<file path="src/design/nrtb_pkg.sv">
// Package for the neighbor RSSI table: field widths, operation codes,
// controller states and the per-slot cell record. No dependencies.
`default_nettype none

package nrtb_pkg;

  localparam int ADDR_W = 16;
  localparam int RSSI_W = 8;
  localparam int LQI_W  = 8;
  localparam int IDX_W  = 4;

  localparam logic OP_BEACON = 1'b0;
  localparam logic OP_TICK   = 1'b1;

  localparam logic signed [RSSI_W-1:0] RSSI_MAX = 8'sd127;
  localparam logic signed [RSSI_W-1:0] RSSI_MIN = -8'sd128;

  typedef enum logic [0:0] {
    ST_IDLE,
    ST_SCAN
  } state_e;

  typedef struct packed {
    logic [ADDR_W-1:0]        addr;
    logic signed [RSSI_W-1:0] rssi;
    logic [LQI_W-1:0]         lqi;
  } cell_t;

endpackage

`default_nettype wire

</file>
<file path="src/design/nrtb_cell.sv">
// One neighbor table slot: holds an address, RSSI and link quality and
// takes its neighbor's record whenever the ring shifts. Uses nrtb_pkg.
`default_nettype none

module nrtb_cell (
  input  wire logic           clk_i,
  input  wire logic           shift_i,
  input  wire nrtb_pkg::cell_t d_i,
  output nrtb_pkg::cell_t      q_o
);
  import nrtb_pkg::*;

  cell_t rec_q;

  always_ff @(posedge clk_i) begin
    if (shift_i) begin
      rec_q <= d_i;
    end
  end

  assign q_o = rec_q;

endmodule

`default_nettype wire

</file>
<file path="src/design/neighbor_rssi_table_best_select.sv">
// An item is taken in the idle state, then the slot ring rotates once through
// all slots; the result is registered at the end of the rotation.
// One item is scanned at a time, set by the single head slot that every entry
// passes in turn. The next item is taken while a result waits.
// Reset: entry count and offset clear to zero; slot contents are not reset.
// Depends on nrtb_pkg and nrtb_cell.
`default_nettype none

module neighbor_rssi_table_best_select #(
  parameter int ENTRIES = 16
) (
  input  wire logic                                 clk_i,
  input  wire logic                                 rst_ni,
  input  wire logic                                 cfg_valid_i,
  output      logic                                 cfg_ready_o,
  input  wire logic signed [nrtb_pkg::RSSI_W-1:0]   cfg_data_i,
  input  wire logic                                 in_valid_i,
  output      logic                                 in_ready_o,
  input  wire logic                                 operation_i,
  input  wire logic [nrtb_pkg::ADDR_W-1:0]          sender_address_i,
  input  wire logic signed [nrtb_pkg::RSSI_W-1:0]   rssi_raw_i,
  input  wire logic [nrtb_pkg::LQI_W-1:0]           link_quality_i,
  output      logic                                 out_valid_o,
  input  wire logic                                 out_ready_i,
  output      logic [nrtb_pkg::IDX_W-1:0]           entry_index_o,
  output      logic                                 was_new_o,
  output      logic                                 table_full_o,
  output      logic                                 best_found_o,
  output      logic [nrtb_pkg::ADDR_W-1:0]          best_address_o,
  output      logic signed [nrtb_pkg::RSSI_W-1:0]   best_rssi_o
);
  import nrtb_pkg::*;

  localparam int CW = $clog2(ENTRIES + 1);
  localparam logic [CW-1:0] LAST_STEP = CW'(ENTRIES - 1);

  state_e state_q, state_d;

  logic signed [RSSI_W-1:0] offset_q;
  logic [CW-1:0]            count_q, count_d;
  logic [CW-1:0]            step_q, step_d;

  // item being worked on
  logic                     op_q, op_d;
  logic [ADDR_W-1:0]        addr_q, addr_d;
  logic signed [RSSI_W-1:0] rss_q, rss_d;
  logic [LQI_W-1:0]         lqi_q, lqi_d;

  // scan progress
  logic                     hit_q, hit_d;
  logic                     new_q, new_d;
  logic [CW-1:0]            slot_q, slot_d;
  logic                     found_q, found_d;
  logic signed [RSSI_W-1:0] best_q, best_d;
  logic [ADDR_W-1:0]        best_addr_q, best_addr_d;

  // result register
  logic                     ovalid_q, ovalid_d;
  logic [IDX_W-1:0]         oidx_q, oidx_d;
  logic                     onew_q, onew_d;
  logic                     ofull_q, ofull_d;
  logic                     ofound_q, ofound_d;
  logic [ADDR_W-1:0]        oaddr_q, oaddr_d;
  logic signed [RSSI_W-1:0] orssi_q, orssi_d;

  cell_t cell_q [ENTRIES];
  cell_t head, head_mod;
  logic  shift;

  logic signed [RSSI_W:0] sum;
  logic                   in_tab, match, append, take, last, out_free;

  assign sum = {rssi_raw_i[RSSI_W-1], rssi_raw_i} + {offset_q[RSSI_W-1], offset_q};

  assign head = cell_q[0];

  genvar gi;
  generate
    for (gi = 0; gi < ENTRIES; gi++) begin : g_cell
      cell_t d;
      if (gi == ENTRIES - 1) begin : g_tail
        assign d = head_mod;
      end else begin : g_mid
        assign d = cell_q[gi+1];
      end
      nrtb_cell u_cell (
        .clk_i  (clk_i),
        .shift_i(shift),
        .d_i    (d),
        .q_o    (cell_q[gi])
      );
    end
  endgenerate

  assign in_tab   = step_q < count_q;
  assign last     = step_q == LAST_STEP;
  assign out_free = !ovalid_q || out_ready_i;
  assign match    = (op_q == OP_BEACON) && in_tab && !hit_q && (head.addr == addr_q);
  assign append   = (op_q == OP_BEACON) && (step_q == count_q) && !hit_q;
  assign take     = (op_q == OP_TICK) && in_tab && (!found_q || head.rssi >= best_q);

  always_comb begin
    state_d     = state_q;
    count_d     = count_q;
    step_d      = step_q;
    op_d        = op_q;
    addr_d      = addr_q;
    rss_d       = rss_q;
    lqi_d       = lqi_q;
    hit_d       = hit_q;
    new_d       = new_q;
    slot_d      = slot_q;
    found_d     = found_q;
    best_d      = best_q;
    best_addr_d = best_addr_q;
    ovalid_d    = ovalid_q && !out_ready_i;
    oidx_d      = oidx_q;
    onew_d      = onew_q;
    ofull_d     = ofull_q;
    ofound_d    = ofound_q;
    oaddr_d     = oaddr_q;
    orssi_d     = orssi_q;
    head_mod    = head;
    shift       = 1'b0;
    in_ready_o  = 1'b0;

    case (state_q)
      ST_IDLE: begin
        in_ready_o = 1'b1;
        if (in_valid_i) begin
          op_d        = operation_i;
          addr_d      = sender_address_i;
          lqi_d       = link_quality_i;
          if (sum > (RSSI_W+1)'(RSSI_MAX)) begin
            rss_d = RSSI_MAX;
          end else if (sum < (RSSI_W+1)'(RSSI_MIN)) begin
            rss_d = RSSI_MIN;
          end else begin
            rss_d = sum[RSSI_W-1:0];
          end
          step_d      = '0;
          hit_d       = 1'b0;
          new_d       = 1'b0;
          slot_d      = '0;
          found_d     = 1'b0;
          best_d      = '0;
          best_addr_d = '0;
          state_d     = ST_SCAN;
        end
      end
      ST_SCAN: begin
        // the last step waits until the result register is free
        if (!last || out_free) begin
          shift = 1'b1;
          if (match) begin
            head_mod.rssi = rss_q;
            head_mod.lqi  = lqi_q;
            hit_d         = 1'b1;
            slot_d        = step_q;
          end
          if (append) begin
            head_mod.addr = addr_q;
            head_mod.rssi = rss_q;
            head_mod.lqi  = lqi_q;
            hit_d         = 1'b1;
            new_d         = 1'b1;
            slot_d        = step_q;
            count_d       = count_q + CW'(1);
          end
          if (take) begin
            found_d     = 1'b1;
            best_d      = head.rssi;
            best_addr_d = head.addr;
          end
          step_d = step_q + CW'(1);
          if (last) begin
            ovalid_d = 1'b1;
            state_d  = ST_IDLE;
            if (op_q == OP_BEACON) begin
              oidx_d   = hit_d ? IDX_W'(slot_d) : '0;
              onew_d   = new_d;
              ofull_d  = !hit_d;
              ofound_d = 1'b0;
              oaddr_d  = '0;
              orssi_d  = '0;
            end else begin
              oidx_d   = '0;
              onew_d   = 1'b0;
              ofull_d  = 1'b0;
              ofound_d = found_d;
              oaddr_d  = best_addr_d;
              orssi_d  = best_d;
            end
          end
        end
      end
      default: begin
        state_d = ST_IDLE;
      end
    endcase
  end

  always_ff @(posedge clk_i or negedge rst_ni) begin
    if (!rst_ni) begin
      state_q  <= ST_IDLE;
      offset_q <= '0;
      count_q  <= '0;
      step_q   <= '0;
      ovalid_q <= 1'b0;
    end else begin
      state_q  <= state_d;
      count_q  <= count_d;
      step_q   <= step_d;
      ovalid_q <= ovalid_d;
      if (cfg_valid_i) begin
        offset_q <= cfg_data_i;
      end
    end
  end

  always_ff @(posedge clk_i) begin
    op_q        <= op_d;
    addr_q      <= addr_d;
    rss_q       <= rss_d;
    lqi_q       <= lqi_d;
    hit_q       <= hit_d;
    new_q       <= new_d;
    slot_q      <= slot_d;
    found_q     <= found_d;
    best_q      <= best_d;
    best_addr_q <= best_addr_d;
    oidx_q      <= oidx_d;
    onew_q      <= onew_d;
    ofull_q     <= ofull_d;
    ofound_q    <= ofound_d;
    oaddr_q     <= oaddr_d;
    orssi_q     <= orssi_d;
  end

  assign cfg_ready_o    = 1'b1;
  assign out_valid_o    = ovalid_q;
  assign entry_index_o  = oidx_q;
  assign was_new_o      = onew_q;
  assign table_full_o   = ofull_q;
  assign best_found_o   = ofound_q;
  assign best_address_o = oaddr_q;
  assign best_rssi_o    = orssi_q;

`ifndef SYNTHESIS
  a_count_bound: assert property (@(posedge clk_i) disable iff (!rst_ni)
    count_q <= CW'(ENTRIES))
    else $error("entry count beyond table size");

  a_count_step: assert property (@(posedge clk_i) disable iff (!rst_ni)
    !$stable(count_q) |-> count_q == $past(count_q) + CW'(1))
    else $error("entry count moved by more than one");

  a_step_bound: assert property (@(posedge clk_i) disable iff (!rst_ni)
    step_q < CW'(ENTRIES) || state_q == ST_IDLE)
    else $error("scan step past last slot");

  a_new_not_full: assert property (@(posedge clk_i) disable iff (!rst_ni)
    out_valid_o |-> !(was_new_o && table_full_o))
    else $error("beacon result both new and full");

  a_idle_ready: assert property (@(posedge clk_i) disable iff (!rst_ni)
    (in_valid_i && in_ready_o) |=> state_q == ST_SCAN)
    else $error("accepted item did not start a scan");
`endif

endmodule

`default_nettype wire

</file>
<file path="config.mk">
export PLATFORM = sky130hd
export DESIGN_NAME = neighbor_rssi_table_best_select
export DESIGN_NICKNAME = d
export VERILOG_FILES = /design/src/design/nrtb_pkg.sv /design/src/design/nrtb_cell.sv /design/src/design/neighbor_rssi_table_best_select.sv
export SDC_FILE = /design/constraint.sdc
export NUM_CORES = 1
export LEC_CHECK = 0
export BUFFER_PORTS_ARGS = -buffer_cell sky130_fd_sc_hd__buf_2
export CORE_MARGIN = 2
export CORE_UTILIZATION = 40
export DETAILED_ROUTE_END_ITERATION = 6
export SLEW_MARGIN = 20
export SYNTH_ARGS = -nofsm -noshare
export SYNTH_HDL_FRONTEND = slang
export SYNTH_SLANG_ARGS = --single-unit
</file>
<file path="constraint.sdc">
create_clock -name clk_i -period 15.4 [get_ports clk_i]
set_clock_uncertainty 0.05 [all_clocks]
set_input_delay 3.08 -clock clk_i [delete_from_list [all_inputs] [get_ports clk_i]]
set_output_delay 3.08 -clock clk_i [all_outputs]
set_load 0.02 [all_outputs]
</file>
==> metrics <==
Row Count=75; Synth Flop Type=edfxtp_1; Synth cell types=46; met3 wire len=1.353 mm; EDFF count, synth=471; PortBufs=70; Pleak=6.571 nW; Die ar.=44,000 um2; worst hold slack=0.3492 ns; synthesized flop and latch total=491; PD cells=213.8 nW/um2; WP data required=15.67 ns; final setup vio count=0; combined area of the multi-input logic cells=2147 um2; first-pass GRT wire length=41.83 mm; average wire per standard cell=17.49 um; Slew @ Worst Pin=1.010 ns; Crit. End Element=register; TritonCTS buffer count=49; via count=7,586; startpoint types=input pin; peak supply drop=0.0001072 V; post-layout min period=5.082 ns; status=finished, final reports clean; Critical-path top delay cell=inv_8; DR DRC count=0; DR pass1 iterations=5; WL met1=12.88 mm; antenna-violating nets left=0; Place WS=9.623 ns; Mapped Cells=865; initial antenna violation count=5; synth warn=0; vias in the first global route=7,418; maxcap violations=0; Reg clk slew, reported paths=0.06 ns; Final TNS setup=0 ns; cell area after layout=19,600 um2; Final Cycle Share=33.00%; Post-Synthesis Mean Instance Area=19.58 um2; placed cell count=1,463; DR WL met2=12.11 mm; register area=14,640 um2; root buffer cell=clkbuf_16; critical path, cell by cell=buf_2 -> nor2b_1 -> nand2_1 -> nand2_2 -> inv_8 -> nand2_2 -> o21ai_4 -> mux2_2; synth-to-layout area growth=15.74%; crit-path max FO=120; Slew Viols, Final=0; Synth Cell Area=16,940 um2; drt total wl=27.24 mm; Async S/R FF share, synth=4.073%; CP arrival=5.35 ns; post-CTS setup buffer count=0; Placed Instance Area=17,950 um2; TritonCTS clock tree=built; final non-filler cell total=1,557; leading cell type in the layout, fill and taps excluded=edfxtp_1; Crit Path Class=in -> reg; Die Width=209.8 um; Core ar.=41,850 um2; Seq/Total Area, Yosys=86.47%; CP most frequent cell=nand2_2; Syn Nets=936; Hold Vio Cnt, Final=0; post-CTS sizing=0; first-iteration detailed-routing DRC count=622; Initial Util=40.47%; global route overflow=0; largest net degree at the start of global routing=121; crit-path max cell delay=0.57 ns; H-tree Lvls=2; # IOs=80; Worst-Skew Late Latency=0.59 ns; Final #Nets=1,047; Slew HR=32.67%; fill count=3,540; layout cell share with drive strength beyond 1=17.52%; Post-DP HPWL=16.26 mm; die height=209.8 um; PnR Total Power=4.192 mW; FMAX=196.8 MHz; post-DR vias/cell=4.872; Hold Path Class=reg -> reg; clock tree sinks=491; hold_buf cts=0; most frequent cells in the layout=edfxtp_1, buf_2, nand2_1, a21oi_1, clkbuf_16; Highest Signal Layer=met5; RSZ-0062 raised after global routing=no; gr usage total=12.55%; Final Util=46.83%; Placer Congestion=0.7514; worst setup margin=10.32 ns; clock buffer depth=3
==> synthesized netlist by cell type, types with 5 or more instances <==
cell type	number	area (um2)
clkbuf_1	7	26.28
edfxtp_1	471	14140
nand2_1	68	255.2
xnor2_1	20	175.2
nand4_1	8	50.05
nand3_1	29	145.1
buf_2	5	25.02
xor2_1	6	52.55
a22o_1	5	43.79
mux2_2	17	191.4
o21ai_0	34	170.2
inv_1	19	71.32
dfrtp_1	20	500.5
nor2_1	14	52.55
a21oi_1	61	305.3
ha_1	24	300.3
==> kinds of logic (layout without fill, tap and decap cells) <==
kind of cell	after synthesis	in the layout	share of synthesized area, %
AO/OA/AOI/OAI	123	123	4.159
XOR/XNOR	26	26	1.345
adder cells (fa/ha/maj)	25	25	1.891
buffers and inverters	39	190	0.9825
flip-flops	491	491	86.47
multiplexers	21	21	1.367
other	1	3	0.02214
AND/OR/NAND/NOR	139	139	3.768
==> per-layer routing <==
metal  up-vias  track usage (%)
met1      3795            18.01
met2       160            18.47
li1       3566                -
met4         2            5.551
met5         -                0
met3        63            2.813
==> power by group <==
group	leakage (nW)	internal (mW)	switching (mW)
clock network	0.788	0.695	0.487
registers	4.53	2.23	0.201
logic	1.26	0.177	0.401
total	6.57	3.10	1.09
==> worst max-delay path: cells and delay by family <==
kind	cells	cell delay (ns)
buffers and inverters	2	0.64
AOI/OAI and AO/OA	1	0.29
and+or+nand+nor	4	0.83
muxes	1	0.37
==> sequential cells by signal, indices dropped and copies added (netlist names) <==
| register | flops |
|---|---|
| addr_q | 16 |
| best_addr_q | 16 |
| best_address_o | 16 |
| best_found_o | 1 |
| best_q | 8 |
| best_rssi_o | 8 |
| count_q | 5 |
| entry_index_o | 4 |
| found_q | 1 |
| g_cell.u_cell.q_o | 384 |
| hit_q | 1 |
| new_q | 1 |
| offset_q | 8 |
| op_q | 1 |
| out_valid_o | 1 |
| rss_q | 8 |
| slot_q | 4 |
| state_q | 1 |
| step_q | 5 |
| table_full_o | 1 |
| was_new_o | 1 |
==> area by class of cell <==
cell class | count | area share (%)
tap | 539 | 3.441
sequential | 491 | 74.71
multi-input combinational | 335 | 10.95
timing repair buffer | 78 | 2.170
inverter | 21 | 0.4404
clock buffer | 55 | 6.479
clock inverter | 36 | 1.781
antenna | 2 | 0.02553
==> final timing paths <==
| path | from | endpoint | slack, ns | cells after the start |
|---|---|---|---|---|
| setup / recovery | out_ready_i | g_cell[15].u_cell.q_o[11] | 10.32 | 8 |
| hold / removal | g_cell[11].u_cell.q_o[16] | g_cell[10].u_cell.q_o[16] | 0.35 | 0 |
| setup reg to reg | step_q[0] | g_cell[15].u_cell.q_o[11] | 11.94 | 9 |
| hold reg to reg | g_cell[11].u_cell.q_o[16] | g_cell[10].u_cell.q_o[16] | 0.35 | 0 |
| max in group asynchronous | rst_ni | count_q[1] | 12.51 | 1 |
| min in group asynchronous | rst_ni | offset_q[4] | 2.43 | 1 |
(Power assumes the default switching activity.)
